<file path="src/rtl/timestamp_stream_merger_macros.svh">
// Assertion macros shared by the timestamp stream merger RTL.
// No dependencies; included by the modules that carry assertions.
`ifndef TIMESTAMP_STREAM_MERGER_MACROS_SVH
`define TIMESTAMP_STREAM_MERGER_MACROS_SVH

// Same-cycle implication, disabled while reset is asserted.
`define TSM_ASSERT_SAME(lbl, clk, rst_n, ante, cons, msg) \
  lbl: assert property (@(posedge clk) disable iff (!rst_n) (ante) |-> (cons)) \
    else $error(msg);

// Next-cycle implication, disabled while reset is asserted.
`define TSM_ASSERT_NEXT(lbl, clk, rst_n, ante, cons, msg) \
  lbl: assert property (@(posedge clk) disable iff (!rst_n) (ante) |=> (cons)) \
    else $error(msg);

`endif

</file>
<file path="src/rtl/tsm_pkg.sv">
// Types and constants of the timestamp stream merger.
// No dependencies; used by tsm_ctrl, tsm_dpath and the top level.
package tsm_pkg;

  localparam int FuncW    = 1;
  localparam int IdxW     = 3;
  localparam int SecW     = 32;
  localparam int NsW      = 30;
  localparam int TagW     = 16;
  localparam int OffNsW   = 31;
  localparam int CfgIdxW  = 1;
  localparam int CfgDataW = 32;

  localparam logic [FuncW-1:0] FuncLoad = 1'b0;
  localparam logic [FuncW-1:0] FuncTake = 1'b1;

  localparam logic [CfgIdxW-1:0] RegOffSec = 1'b0;
  localparam logic [CfgIdxW-1:0] RegOffNs  = 1'b1;

  localparam logic signed [31:0] NsPerSec = 32'sd1000000000;

  typedef enum logic [2:0] {
    ST_IDLE,
    ST_LOAD_ADD,
    ST_LOAD_WR,
    ST_SCAN,
    ST_FLUSH,
    ST_DONE
  } state_e;

  typedef struct packed {
    logic capture;    // take the input beat into the datapath
    logic add_en;     // offset add stage of a load
    logic write_en;   // normalize and write the slot of a load
    logic scan_step;  // read the slot at the scan pointer, advance
    logic finish;     // load the result register, release the winner
  } cmd_t;

  typedef struct packed {
    logic scan_last;  // scan pointer sits on the last slot
    logic out_free;   // result register can take a beat this cycle
  } sts_t;

endpackage

</file>
<file path="src/rtl/timestamp_stream_merger.sv">
// Top level of the timestamp stream merger: k-way merge of event heads.
// Depends on tsm_pkg, tsm_ctrl and tsm_dpath.
//
//   channel | handshake               | payload
//   --------+-------------------------+-------------------------------------------
//   input   | in_valid_i / in_stall_o | func, stream_index, present, time, l1, tag
//   result  | out_valid_o/out_stall_i | found, chosen_stream, time, l1accept, tag
//   config  | cfg_we_i                | cfg_idx_i, cfg_wdata_i
//
// A load beat goes through capture, offset add, then normalize and slot write.
// A take beat goes through capture, one slot read per cycle
//   through the single memory read port and comparator, one flush, result.
// Reset (async, active low) empties all slots and zeroes both offsets at once.
// A held result only delays the end of the next take; loads still run.
// Only a take produces a result beat; loads and exhausted marks produce none.

module timestamp_stream_merger #(
  parameter int NUM_STREAMS = 8,
  parameter int TAG_BITS    = 16
) (
  input  logic                          clk_i,
  input  logic                          rst_ni,
  // configuration writes
  input  logic                          cfg_we_i,
  input  logic [tsm_pkg::CfgIdxW-1:0]   cfg_idx_i,
  input  logic [tsm_pkg::CfgDataW-1:0]  cfg_wdata_i,
  // input beats
  input  logic                          in_valid_i,
  output logic                          in_stall_o,
  input  logic [tsm_pkg::FuncW-1:0]     func_i,
  input  logic [tsm_pkg::IdxW-1:0]      stream_index_i,
  input  logic                          present_i,
  input  logic [tsm_pkg::SecW-1:0]      time_seconds_i,
  input  logic [tsm_pkg::NsW-1:0]       time_nanoseconds_i,
  input  logic                          is_l1accept_i,
  input  logic [tsm_pkg::TagW-1:0]      head_tag_i,
  // result beats
  output logic                          out_valid_o,
  input  logic                          out_stall_i,
  output logic                          found_o,
  output logic [tsm_pkg::IdxW-1:0]      chosen_stream_o,
  output logic [tsm_pkg::SecW-1:0]      out_seconds_o,
  output logic [tsm_pkg::NsW-1:0]       out_nanoseconds_o,
  output logic                          out_l1accept_o,
  output logic [tsm_pkg::TagW-1:0]      out_tag_o
);

  tsm_pkg::cmd_t cmd;
  tsm_pkg::sts_t sts;

  // sequencer: decides load vs take on accept, steps the scan
  tsm_ctrl u_ctrl (
    .clk_i      (clk_i),
    .rst_ni     (rst_ni),
    .in_valid_i (in_valid_i),
    .in_stall_o (in_stall_o),
    .func_i     (func_i),
    .sts_i      (sts),
    .cmd_o      (cmd)
  );

  // offsets, slot memory, comparator and result register
  tsm_dpath #(
    .NUM_STREAMS (NUM_STREAMS),
    .TAG_BITS    (TAG_BITS)
  ) u_dpath (
    .clk_i              (clk_i),
    .rst_ni             (rst_ni),
    .cmd_i              (cmd),
    .sts_o              (sts),
    .cfg_we_i           (cfg_we_i),
    .cfg_idx_i          (cfg_idx_i),
    .cfg_wdata_i        (cfg_wdata_i),
    .stream_index_i     (stream_index_i),
    .present_i          (present_i),
    .time_seconds_i     (time_seconds_i),
    .time_nanoseconds_i (time_nanoseconds_i),
    .is_l1accept_i      (is_l1accept_i),
    .head_tag_i         (head_tag_i),
    .out_stall_i        (out_stall_i),
    .out_valid_o        (out_valid_o),
    .found_o            (found_o),
    .chosen_stream_o    (chosen_stream_o),
    .out_seconds_o      (out_seconds_o),
    .out_nanoseconds_o  (out_nanoseconds_o),
    .out_l1accept_o     (out_l1accept_o),
    .out_tag_o          (out_tag_o)
  );

endmodule

</file>
<file path="src/rtl/tsm_ctrl.sv">
// Sequencer of the timestamp stream merger: load and take state machine.
// Depends on tsm_pkg and timestamp_stream_merger_macros.svh.
`include "timestamp_stream_merger_macros.svh"

module tsm_ctrl (
  input  logic                       clk_i,
  input  logic                       rst_ni,
  input  logic                       in_valid_i,
  output logic                       in_stall_o,
  input  logic [tsm_pkg::FuncW-1:0]  func_i,
  input  tsm_pkg::sts_t              sts_i,
  output tsm_pkg::cmd_t              cmd_o
);

  tsm_pkg::state_e state_q, state_d;

  always_ff @(posedge clk_i or negedge rst_ni) begin
    if (!rst_ni) begin
      state_q <= tsm_pkg::ST_IDLE;
    end else begin
      state_q <= state_d;
    end
  end

  always_comb begin
    state_d = state_q;
    case (state_q)
      tsm_pkg::ST_IDLE: begin
        if (in_valid_i) begin
          state_d = (func_i == tsm_pkg::FuncTake) ? tsm_pkg::ST_SCAN : tsm_pkg::ST_LOAD_ADD;
        end
      end
      tsm_pkg::ST_LOAD_ADD: state_d = tsm_pkg::ST_LOAD_WR;
      tsm_pkg::ST_LOAD_WR:  state_d = tsm_pkg::ST_IDLE;
      tsm_pkg::ST_SCAN: begin
        if (sts_i.scan_last) begin
          state_d = tsm_pkg::ST_FLUSH;
        end
      end
      tsm_pkg::ST_FLUSH: state_d = tsm_pkg::ST_DONE;
      tsm_pkg::ST_DONE: begin
        if (sts_i.out_free) begin
          state_d = tsm_pkg::ST_IDLE;
        end
      end
      default: state_d = tsm_pkg::ST_IDLE;
    endcase
  end

  always_comb begin
    cmd_o      = '0;
    in_stall_o = 1'b1;
    case (state_q)
      tsm_pkg::ST_IDLE: begin
        in_stall_o    = 1'b0;
        cmd_o.capture = in_valid_i;
      end
      tsm_pkg::ST_LOAD_ADD: cmd_o.add_en    = 1'b1;
      tsm_pkg::ST_LOAD_WR:  cmd_o.write_en  = 1'b1;
      tsm_pkg::ST_SCAN:     cmd_o.scan_step = 1'b1;
      tsm_pkg::ST_FLUSH:    cmd_o.finish    = 1'b0;
      tsm_pkg::ST_DONE:     cmd_o.finish    = sts_i.out_free;
      default: begin
        in_stall_o = 1'b1;
      end
    endcase
  end

  // one beat at a time: an accepted beat closes the input
  `TSM_ASSERT_NEXT(a_accept_closes, clk_i, rst_ni, in_valid_i && !in_stall_o, in_stall_o, "input open after accept")
  // the input closes only because a beat was just taken
  `TSM_ASSERT_SAME(a_stall_after_beat, clk_i, rst_ni, $rose(in_stall_o), $past(in_valid_i), "stall rose without a beat")
  // a full scan always ends in the result state
  `TSM_ASSERT_NEXT(a_flush_to_done, clk_i, rst_ni, state_q == tsm_pkg::ST_FLUSH, state_q == tsm_pkg::ST_DONE, "flush did not reach done")

endmodule

</file>
<file path="src/rtl/tsm_dpath.sv">
// Datapath of the timestamp stream merger: offsets, slot memory, scan
// comparator and result register. Depends on tsm_pkg and the macro header.
`include "timestamp_stream_merger_macros.svh"

module tsm_dpath #(
  parameter int NUM_STREAMS = 8,
  parameter int TAG_BITS    = 16
) (
  input  logic                          clk_i,
  input  logic                          rst_ni,
  input  tsm_pkg::cmd_t                 cmd_i,
  output tsm_pkg::sts_t                 sts_o,
  input  logic                          cfg_we_i,
  input  logic [tsm_pkg::CfgIdxW-1:0]   cfg_idx_i,
  input  logic [tsm_pkg::CfgDataW-1:0]  cfg_wdata_i,
  input  logic [tsm_pkg::IdxW-1:0]      stream_index_i,
  input  logic                          present_i,
  input  logic [tsm_pkg::SecW-1:0]      time_seconds_i,
  input  logic [tsm_pkg::NsW-1:0]       time_nanoseconds_i,
  input  logic                          is_l1accept_i,
  input  logic [tsm_pkg::TagW-1:0]      head_tag_i,
  input  logic                          out_stall_i,
  output logic                          out_valid_o,
  output logic                          found_o,
  output logic [tsm_pkg::IdxW-1:0]      chosen_stream_o,
  output logic [tsm_pkg::SecW-1:0]      out_seconds_o,
  output logic [tsm_pkg::NsW-1:0]       out_nanoseconds_o,
  output logic                          out_l1accept_o,
  output logic [tsm_pkg::TagW-1:0]      out_tag_o
);

  localparam int SlotIdxW = (NUM_STREAMS > 1) ? $clog2(NUM_STREAMS) : 1;
  localparam int SlotTagW = (TAG_BITS < tsm_pkg::TagW) ? TAG_BITS : tsm_pkg::TagW;
  localparam logic [SlotIdxW-1:0] LastSlot = SlotIdxW'(NUM_STREAMS - 1);

  // offset registers
  logic [tsm_pkg::SecW-1:0]   off_sec_q;
  logic [tsm_pkg::OffNsW-1:0] off_ns_q;

  always_ff @(posedge clk_i or negedge rst_ni) begin
    if (!rst_ni) begin
      off_sec_q <= '0;
      off_ns_q  <= '0;
    end else if (cfg_we_i) begin
      case (cfg_idx_i)
        tsm_pkg::RegOffSec: off_sec_q <= cfg_wdata_i;
        tsm_pkg::RegOffNs:  off_ns_q  <= cfg_wdata_i[tsm_pkg::OffNsW-1:0];
        default: ;
      endcase
    end
  end

  // captured beat
  logic [tsm_pkg::IdxW-1:0] in_idx_q;
  logic                     in_present_q;
  logic [tsm_pkg::SecW-1:0] in_sec_q;
  logic [tsm_pkg::NsW-1:0]  in_ns_q;
  logic                     in_l1_q;
  logic [SlotTagW-1:0]      in_tag_q;

  always_ff @(posedge clk_i) begin
    if (cmd_i.capture) begin
      in_idx_q     <= stream_index_i;
      in_present_q <= present_i;
      in_sec_q     <= time_seconds_i;
      in_ns_q      <= time_nanoseconds_i;
      in_l1_q      <= is_l1accept_i;
      in_tag_q     <= head_tag_i[SlotTagW-1:0];
    end
  end

  // load, first stage: raw sums
  logic [tsm_pkg::SecW-1:0] sum_sec_q;
  logic signed [31:0]       sum_ns_q;
  logic signed [31:0]       sum_ns_d;

  assign sum_ns_d = signed'({2'b00, in_ns_q}) + signed'({off_ns_q[tsm_pkg::OffNsW-1], off_ns_q});

  always_ff @(posedge clk_i) begin
    if (cmd_i.add_en) begin
      sum_sec_q <= in_sec_q + off_sec_q;
      sum_ns_q  <= sum_ns_d;
    end
  end

  // load, second stage: one carry or borrow, L1Accept heads pass raw
  logic [tsm_pkg::SecW-1:0] wr_sec;
  logic [tsm_pkg::NsW-1:0]  wr_ns;
  logic signed [31:0]       ns_fix;
  logic                     load_hit;
  logic [SlotIdxW-1:0]      wr_addr;
  logic                     mem_we;

  always_comb begin
    ns_fix = sum_ns_q;
    wr_sec = sum_sec_q;
    if (sum_ns_q < 0) begin
      ns_fix = sum_ns_q + tsm_pkg::NsPerSec;
      wr_sec = sum_sec_q - 32'd1;
    end else if (sum_ns_q >= tsm_pkg::NsPerSec) begin
      ns_fix = sum_ns_q - tsm_pkg::NsPerSec;
      wr_sec = sum_sec_q + 32'd1;
    end
    wr_ns = ns_fix[tsm_pkg::NsW-1:0];
    if (in_l1_q) begin
      wr_sec = in_sec_q;
      wr_ns  = in_ns_q;
    end
  end

  assign load_hit = 32'(in_idx_q) < NUM_STREAMS;
  assign wr_addr  = SlotIdxW'(in_idx_q);
  assign mem_we   = cmd_i.write_en && load_hit && in_present_q;

  // slot memory, one write and one registered read port
  logic [tsm_pkg::SecW-1:0] mem_sec [NUM_STREAMS];
  logic [tsm_pkg::NsW-1:0]  mem_ns  [NUM_STREAMS];
  logic                     mem_l1  [NUM_STREAMS];
  logic [SlotTagW-1:0]      mem_tag [NUM_STREAMS];

  logic [SlotIdxW-1:0]      scan_ptr_q;
  logic [tsm_pkg::SecW-1:0] rd_sec_q;
  logic [tsm_pkg::NsW-1:0]  rd_ns_q;
  logic                     rd_l1_q;
  logic [SlotTagW-1:0]      rd_tag_q;

  always_ff @(posedge clk_i) begin
    if (mem_we) begin
      mem_sec[wr_addr] <= wr_sec;
      mem_ns[wr_addr]  <= wr_ns;
      mem_l1[wr_addr]  <= in_l1_q;
      mem_tag[wr_addr] <= in_tag_q;
    end
    if (cmd_i.scan_step) begin
      rd_sec_q <= mem_sec[scan_ptr_q];
      rd_ns_q  <= mem_ns[scan_ptr_q];
      rd_l1_q  <= mem_l1[scan_ptr_q];
      rd_tag_q <= mem_tag[scan_ptr_q];
    end
  end

  // scan control and running best
  logic                     rd_vld_q;
  logic [SlotIdxW-1:0]      rd_idx_q;
  logic [NUM_STREAMS-1:0]   slot_vld_q;
  logic                     best_found_q;
  logic [SlotIdxW-1:0]      best_idx_q;
  logic [tsm_pkg::SecW-1:0] best_sec_q;
  logic [tsm_pkg::NsW-1:0]  best_ns_q;
  logic                     best_l1_q;
  logic [SlotTagW-1:0]      best_tag_q;
  logic                     cand_better;

  // strict less-than keeps the lower index on a tie
  assign cand_better = rd_vld_q && slot_vld_q[rd_idx_q]
                    && (!best_found_q || (rd_sec_q < best_sec_q)
                        || ((rd_sec_q == best_sec_q) && (rd_ns_q < best_ns_q)));

  always_ff @(posedge clk_i or negedge rst_ni) begin
    if (!rst_ni) begin
      scan_ptr_q   <= '0;
      rd_vld_q     <= 1'b0;
      rd_idx_q     <= '0;
      best_found_q <= 1'b0;
    end else begin
      rd_vld_q <= cmd_i.scan_step;
      if (cmd_i.capture) begin
        scan_ptr_q   <= '0;
        best_found_q <= 1'b0;
      end else begin
        if (cmd_i.scan_step) begin
          scan_ptr_q <= scan_ptr_q + 1'b1;
          rd_idx_q   <= scan_ptr_q;
        end
        if (cand_better) begin
          best_found_q <= 1'b1;
        end
      end
    end
  end

  always_ff @(posedge clk_i) begin
    if (cand_better) begin
      best_idx_q <= rd_idx_q;
      best_sec_q <= rd_sec_q;
      best_ns_q  <= rd_ns_q;
      best_l1_q  <= rd_l1_q;
      best_tag_q <= rd_tag_q;
    end
  end

  always_ff @(posedge clk_i or negedge rst_ni) begin
    if (!rst_ni) begin
      slot_vld_q <= '0;
    end else if (cmd_i.write_en && load_hit) begin
      slot_vld_q[wr_addr] <= in_present_q;
    end else if (cmd_i.finish && best_found_q) begin
      slot_vld_q[best_idx_q] <= 1'b0;
    end
  end

  // result register
  logic                     out_vld_q;
  logic                     out_found_q;
  logic [tsm_pkg::IdxW-1:0] out_idx_q;
  logic [tsm_pkg::SecW-1:0] out_sec_q;
  logic [tsm_pkg::NsW-1:0]  out_ns_q;
  logic                     out_l1_q;
  logic [tsm_pkg::TagW-1:0] out_tag_q;

  always_ff @(posedge clk_i or negedge rst_ni) begin
    if (!rst_ni) begin
      out_vld_q <= 1'b0;
    end else if (cmd_i.finish) begin
      out_vld_q <= 1'b1;
    end else if (!out_stall_i) begin
      out_vld_q <= 1'b0;
    end
  end

  always_ff @(posedge clk_i) begin
    if (cmd_i.finish) begin
      out_found_q <= best_found_q;
      if (best_found_q) begin
        out_idx_q <= tsm_pkg::IdxW'(best_idx_q);
        out_sec_q <= best_sec_q;
        out_ns_q  <= best_ns_q;
        out_l1_q  <= best_l1_q;
        out_tag_q <= tsm_pkg::TagW'(best_tag_q);
      end else begin
        out_idx_q <= '0;
        out_sec_q <= '0;
        out_ns_q  <= '0;
        out_l1_q  <= 1'b0;
        out_tag_q <= '0;
      end
    end
  end

  assign sts_o.scan_last = (scan_ptr_q == LastSlot);
  assign sts_o.out_free  = !out_vld_q || !out_stall_i;

  assign out_valid_o       = out_vld_q;
  assign found_o           = out_found_q;
  assign chosen_stream_o   = out_idx_q;
  assign out_seconds_o     = out_sec_q;
  assign out_nanoseconds_o = out_ns_q;
  assign out_l1accept_o    = out_l1_q;
  assign out_tag_o         = out_tag_q;

  // a returned head leaves its slot empty
  `TSM_ASSERT_NEXT(a_winner_released, clk_i, rst_ni, cmd_i.finish && best_found_q, !slot_vld_q[$past(best_idx_q)], "winner slot still valid")
  // the scan never reads past the last slot
  `TSM_ASSERT_SAME(a_scan_in_range, clk_i, rst_ni, cmd_i.scan_step, 32'(scan_ptr_q) < NUM_STREAMS, "scan pointer out of range")

endmodule
</file>
<file path="config.mk">
export PLATFORM = sky130hd
export DESIGN_NAME = timestamp_stream_merger
export DESIGN_NICKNAME = d
export VERILOG_FILES = /design/src/rtl/tsm_pkg.sv /design/src/rtl/timestamp_stream_merger.sv /design/src/rtl/tsm_ctrl.sv /design/src/rtl/tsm_dpath.sv
export VERILOG_INCLUDE_DIRS = /design/src /design/src/rtl
export SDC_FILE = /design/constraint.sdc
export NUM_CORES = 1
export LEC_CHECK = 0
export ABC_CLOCK_PERIOD_IN_PS = 7300
export BUFFER_PORTS_ARGS = -buffer_cell sky130_fd_sc_hd__clkbuf_2
export CORE_MARGIN = 5
export CORE_UTILIZATION = 61
export DETAILED_ROUTE_END_ITERATION = 8
export PLACE_DENSITY = 0.76
export SYNTH_ARGS = -nofsm -noshare
export SYNTH_HDL_FRONTEND = slang
export SYNTH_SLANG_ARGS = --single-unit
</file>
<file path="constraint.sdc">
create_clock -name clk_i -period 7.3 [get_ports clk_i]
set_input_delay 0.73 -clock clk_i [delete_from_list [all_inputs] [get_ports clk_i]]
set_output_delay 0.73 -clock clk_i [all_outputs]
set_load 0.01 [all_outputs]
</file>
## Word-level counts from Yosys, hierarchy flattened

Memories as Yosys holds them, arrays and structs flattened. A register that Yosys moved wholly into a read port is not among the register bits.
Cells that the tools add are included.

| storage, ports and cells | value |
|---|---|
| input port bits | 122 |
| output and inout port bits | 85 |
| word-level logic and storage cells | 118 |
| memories kept | 4 |
| bits in writable memories | 632 |
| bits in registers | 395 |

Memory list:

| memory | words | bits a word | read ports | clocked after Yosys merged registers in | write ports | RTL line | RTL |
|---|---|---|---|---|---|---|---|
| u_dpath.mem_sec | 8 | 32 | 1 | 1 | 1 | tsm_dpath.sv:116 | `logic [tsm_pkg::SecW-1:0] mem_sec [NUM_STREAMS];` |
| u_dpath.mem_ns | 8 | 30 | 1 | 1 | 1 | tsm_dpath.sv:117 | `logic [tsm_pkg::NsW-1:0] mem_ns [NUM_STREAMS];` |
| u_dpath.mem_tag | 8 | 16 | 1 | 1 | 1 | tsm_dpath.sv:119 | `logic [SlotTagW-1:0] mem_tag [NUM_STREAMS];` |
| u_dpath.mem_l1 | 8 | 1 | 1 | 1 | 1 | tsm_dpath.sv:118 | `logic mem_l1 [NUM_STREAMS];` |

| cells by class | value |
|---|---|
| multiplexer cells | 34 |
| add/subtract/negate cells | 7 |
| order comparisons | 9 |
| reduce and logical (&&, ||, !) cells | 21 |
| eq/ne operators | 11 |
| bitwise gates (word level) | 4 |

Operators with widths:

| cell | number |
|---|---|
| 32-bit 2-to-1 mux | 3 |
| 30-bit 2-to-1 mux | 3 |
| 31-bit by 31-bit adder with 32-bit output | 1 |
| 32-bit by 1-bit adder with 32-bit output, second input constant | 1 |
| 32-bit adder | 1 |
| 32-bit == test | 1 |
| 32-bit by 31-bit >= comparator with 1-bit output, second input constant | 1 |
| 32-bit by 1-bit < comparator with 1-bit output, second input constant | 1 |
| 32-bit < comparator | 1 |
| 32-bit by 1-bit subtractor with 32-bit output, second input constant | 1 |
| 30-bit by 28-bit adder with 30-bit output, second input constant | 1 |
| 30-bit < comparator | 1 |
| 30-bit by 28-bit subtractor with 30-bit output, second input constant | 1 |
| 8-bit 2-to-1 mux | 2 |
| 1-bit 2-to-1 mux | 15 |
| 3-bit 2-to-1 mux | 5 |
| 3-bit one-hot mux with 5 select lines | 1 |
| 3-bit by 4-bit < comparator with 1-bit output, second input constant | 3 |
| 3-bit == test, second input constant | 3 |
| 8-bit bitwise AND | 1 |
| 8-bit bitwise mux | 1 |
| 8-bit NOT | 1 |
| 1-bit logical AND | 7 |
| 1-bit demux with 3-bit select | 2 |
| 15 further kinds | 28 |

## Longest topological paths before layout

| logic depth | value |
|---|---|
| depth after elaboration | 8 |
| gate-level depth with buffers | 12 |
| depth with buffers taken out | 12 |

## Modules after synthesis

From an unflattened synthesis, not the netlist that was laid out.

| second synthesis, totals | value |
|---|---|
| cell total of the unflattened synthesis | 2720 |
| area total of the unflattened synthesis | 46266.9 sq um |

By module, submodules not included:

| module | cells an instance | seq. area each (sq um) | area each (sq um) | times used |
|---|---|---|---|---|
| tsm_dpath | 2697 | 32721.4 | 46069.2 | 1 |
| tsm_ctrl | 23 | 75.1 | 197.7 | 1 |

## Worst setup path before layout

No wires, ideal clock.

| timing path | value |
|---|---|
| path type | flip-flop to flip-flop |
| from | register u_dpath.rd_sec_q[5] in the netlist's numbering, read port of u_dpath.mem_sec |
| to | register u_dpath.best_idx_q[0], enable pin |
| path buffers | 0 |
| path slack | 979 ps |
| arrival time | 5772 ps |
| required time | 6751 ps |
| cell stages (with the launch flop) | 11 |
| setup time | 549 ps |
| period minus slack after synthesis | 6321 ps |
| path through | edfxtp_1 -> ha_1 -> a21o_1 -> a21o_1 -> a21oi_1 -> nor2_1 -> a211oi_1 -> o211ai_1 -> a221oi_1 -> o21ai_0 -> a21oi_1 |

| on the way | value |
|---|---|
| cells in the longest elaborated chain, start to end | 4 |
| elaborated cells between the ends (all ways) | 6 |
| those cells by class | order compare (1); eq/ne (1); reduce/logical (4) |

RTL lines:

| element | RTL line | RTL |
|---|---|---|
| start, declared | tsm_dpath.sv:122 | `logic [tsm_pkg::SecW-1:0] rd_sec_q;` |
| 32-bit < comparator / 32-bit == test (equally long branches) | tsm_dpath.sv:156, tsm_dpath.sv:157 |  |
| 1-bit logical OR / 1-bit logical AND (equally long branches) | tsm_dpath.sv:156, tsm_dpath.sv:157 |  |
| 1-bit logical OR * | tsm_dpath.sv:157 | `\|\| ((rd_sec_q == best_sec_q) && (rd_ns_q < best_ns_q)));` |
| 1-bit logical AND * | tsm_dpath.sv:156 | `&& (!best_found_q \|\| (rd_sec_q < best_sec_q)` |
| net u_dpath.cand_better | tsm_dpath.sv:152 | `logic cand_better;` |
| end signal, assigned | tsm_dpath.sv:184 | `best_idx_q <= rd_idx_q;` |
| end, declared | tsm_dpath.sv:147 | `logic [SlotIdxW-1:0] best_idx_q;` |

Mark *: on every way through the listed nets, which the timed path passes. The rest lies on a longest branch.
A chain may end at the register's enable or synchronous reset.

## Final worst setup path

| timing path | value |
|---|---|
| from | register u_dpath.rd_sec_q[5] in the netlist's numbering, read port of u_dpath.mem_sec |
| to | register u_dpath.best_ns_q[16] in the netlist's numbering, enable pin |

| on the way | value |
|---|---|
| cells in the longest elaborated chain, start to end | 4 |
| elaborated cells between the ends (all ways) | 6 |
| those cells by class | order compare (1); eq/ne (1); reduce/logical (4) |

RTL lines:

| element | RTL line | RTL |
|---|---|---|
| 32-bit < comparator / 32-bit == test (equally long branches) | tsm_dpath.sv:156, tsm_dpath.sv:157 |  |
| 1-bit logical OR / 1-bit logical AND (equally long branches) | tsm_dpath.sv:156, tsm_dpath.sv:157 |  |
| 1-bit logical OR * | tsm_dpath.sv:157 |  |
| 1-bit logical AND * | tsm_dpath.sv:156 |  |
| net u_dpath.cand_better | tsm_dpath.sv:152 |  |
| end signal, assigned | tsm_dpath.sv:186 | `best_ns_q <= rd_ns_q;` |
| end, declared | tsm_dpath.sv:149 | `logic [tsm_pkg::NsW-1:0] best_ns_q;` |

Marks and branches as above.

==> results.yml <==
setup_path:
  cp-start-kind: "register"
  rr_worst_depth: 11
  path_cells: "ha_1, a21o_1, a21o_1, a21oi_1, nor2_1, a211oi_1, o211ai_1, a221oi_1, o21ai_0, a21oi_4, buf_4"
  endpoint_kind: "register"
  slowest_delay_ps: 860
  cp-endpoint: "u_dpath.best_ns_q[16]"
  required_ps: 7570
  r2r_start: "u_dpath.rd_sec_q[5]"
  cp_num_buf_inv: 1
  cpMaxStageDelayCell: "buf_4"
  crit_top_cell: "a21o_1"
  crit_fanout: 67
  crit_type: "register to register"
  timing.rr.end: "u_dpath.best_ns_q[16]"
  arrival_ps: 4470
  reg2reg_slack_ps: 3090
  worstSetupPathDepth: 11
  critPathTopFamily: "compound AO/OA/AOI/OAI gates"
  startpoint: "u_dpath.rd_sec_q[5]"
worst_hold_path:
  hp-class: "input pin to async pin"
clock_network:
  htreeDepth: 3
  clockRootBuffer: "clkbuf_16"
  postCtsSetupBuffers: 0
  cts_buffers: 108
  clockBufferDepth: 3
  cts_tree: "yes"
  numClockSinks: 1106
  cts_resized: 0
  cts.clk_slew.worst_paths_ps: 60
  holdBufCountCts: 0
  clock_latency_ps: 660
route:
  ant_nets: 0
  viasPerCell: 6.174
  wl_per_cell_um: 25.76
  drtPass1Iterations: 7
  wl_mm: 103.1
  drt_iter0_markers: 2434
  vias: 24710
  drc: 0
global_route:
  grt_usage: 0.2550
  antenna_found_initial: 0
  grt_max_degree: 119
  first_global_vias: 25830
  grt_overflow: 0
  grt_pass1_wl_mm: 157.6
synthesis:
  synth_top_area_share: 0.6646
  synth_top_area_cell: "edfxtp_1"
  yosysSeqAreaShare: 0.7095
  syn_nets: 2937
  synthArstFlopShare: 0.07505
  synth.area.top_cells: "edfxtp_1 66%, mux4_2 7.8%, dfrtp_1 4.5%"
  yosysUniqueCellTypes: 79
  synth-edff-count: 1023
  synth_most_common_cell: "edfxtp_1"
  synth_warnings: 0
  syn_inst: 2685
  ys.flop_type: "edfxtp_1"
  synth.avg_cell_area_um2: 17.22
  synthTopCellsByCount: "1,023 x edfxtp_1, 160 x mux4_2, 157 x mux2_2, 133 x nand2_1, 128 x ha_1"
  ys_ff_latch: 1106
  syn_area_um2: 46220
sta:
  rsz0062_at_grt: "false"
  timing.fmax_ghz: 0.2378
  maxSlewViolCount: 0
  fin_setup_tns_ps: 0
  period_needed_ps: 4206
  setup_violations: 0
  max-slew-margin-rel: 0.06627
  finClkSkew_ps: 17.19
  hold_violations: 0
  tightestPinTransition_ps: 1386
  fin_crit_sh: 0.5761
floorplanning:
  die_w_um: 285.3
  dieArea_um2: 81380
  ios: 207
  rows: 101
  core_area_um2: 75570
  start_util: 0.6117
  dieHeight_um: 285.3
final_layout:
  top_register: "u_dpath.mem_sec"
  synthToLayoutAreaGrowth_pct: 12.49
  drive_above_1_share: 0.2467
  top_regs: "u_dpath.mem_sec x256, u_dpath.mem_ns x240, u_dpath.mem_tag x128"
  finalNonFillerCells: 4002
  antenna_cells: 0
  finalNetCount: 3185
  largest_reg_flops: 256
place:
  gp_congestion: 0.8695
  dpl.hpwl_mm: 65.83
  numPortBuffers: 206
  placed_cells: 3801
flow_run:
  cap_viol_max_count: 0
outcome:
  status: "complete, no violations"
power:
  power.density_nw_per_um2: 369.9
  power_mw: 19.23
  peakVddDrop_mv: 0.2670
  leakagePower_nw: 18.19
-- metal layers --
| layer | share of wire | track usage | vias to the layer above | routed length (µm) |
|---|---|---|---|---|
| met3 | 0.064 | 0.03437 | 137 | 6632 |
| met4 | 0.022 | 0.06673 | 0 | 2278 |
| met5 | 0 | 0 | - | 0 |
| met2 | 0.51 | 0.4416 | 935 | 52970 |
| li1 | - | - | 11050 | - |
| met1 | 0.40 | 0.3482 | 12580 | 41200 |
-- cells by family (layout without fill, tap and decap cells) --
family | count (synthesis) | after routing | synth area share
flops | 1106 | 1106 | 0.7095
simple gates | 442 | 442 | 0.04894
compound gates | 384 | 384 | 0.05368
mux | 318 | 318 | 0.1164
buf+inv | 202 | 541 | 0.01640
fa+ha+maj | 130 | 130 | 0.03551
xor+xnor | 103 | 103 | 0.01952
-- metrics by stage --
| stage | util | setup WS [ps] | instance area, µm² | hold slack [ps] |
|---|---|---|---|---|
| final | 0.6880 | 3094 | 51990 | 68.85 |
| after global routing | 0.6880 | 2896 | 51990 | 104.5 |
| after CTS | 0.6880 | 3107 | 51990 | 60.19 |
| after detailed placement | 0.6421 | 3130 | 48530 | 404.5 |
| after global placement | 0.6421 | 3274 | 48530 | 401.7 |
| after floorplan | - | 978.9 | 46220 | 400.3 |
-- power breakdown --
part / switching (mW) / internal [mW] / leakage, nW
Clock: 2.31 / 3.12 / 1.71
Sequential: 0.654 / 8.42 / 10.3
Combinational: 2.73 / 2.00 / 6.20
-- final cells by class --
| cell class | count | area, µm² |
|---|---|---|
| sequential | 1106 | 32810 |
| fill | 4819 | 23580 |
| multi-input combinational | 1377 | 12760 |
| clock buffer | 126 | 2791 |
| timing repair buffer | 234 | 1331 |
| tap | 978 | 1224 |
| clock inverter | 75 | 676.9 |
| inverter | 106 | 399.1 |
-- how the worst min path moves through the flow --
stage               slack, ps                endpoint            startpoint
CTS                        60   u_dpath.off_sec_q[15]                rst_ni
global placement          400  u_dpath.best_tag_q[11]  u_dpath.rd_tag_q[11]
detailed placement        400   u_dpath.best_tag_q[0]   u_dpath.rd_tag_q[0]
finish                     70   u_dpath.off_sec_q[19]                rst_ni
floorplan                 400       u_dpath.best_l1_q       u_dpath.rd_l1_q
global route              100   u_dpath.off_sec_q[15]                rst_ni
-- cells in the final DEF (no fill, tap or decap), types with 66 or more instances in the layout --
master     synthesis  routed
clkbuf_2           0     205
nand2_1          133     133
a21oi_1           84      82
o21ai_0           84      84
inv_1            105     104
and2_1            86      86
clkbuf_16          0     109
mux2_2           157     157
edfxtp_1        1023    1023
xnor2_1           66      66
dfrtp_1           83      79
mux4_2           160     160
ha_1             128     128
Power figures use the tool's default switching activity.
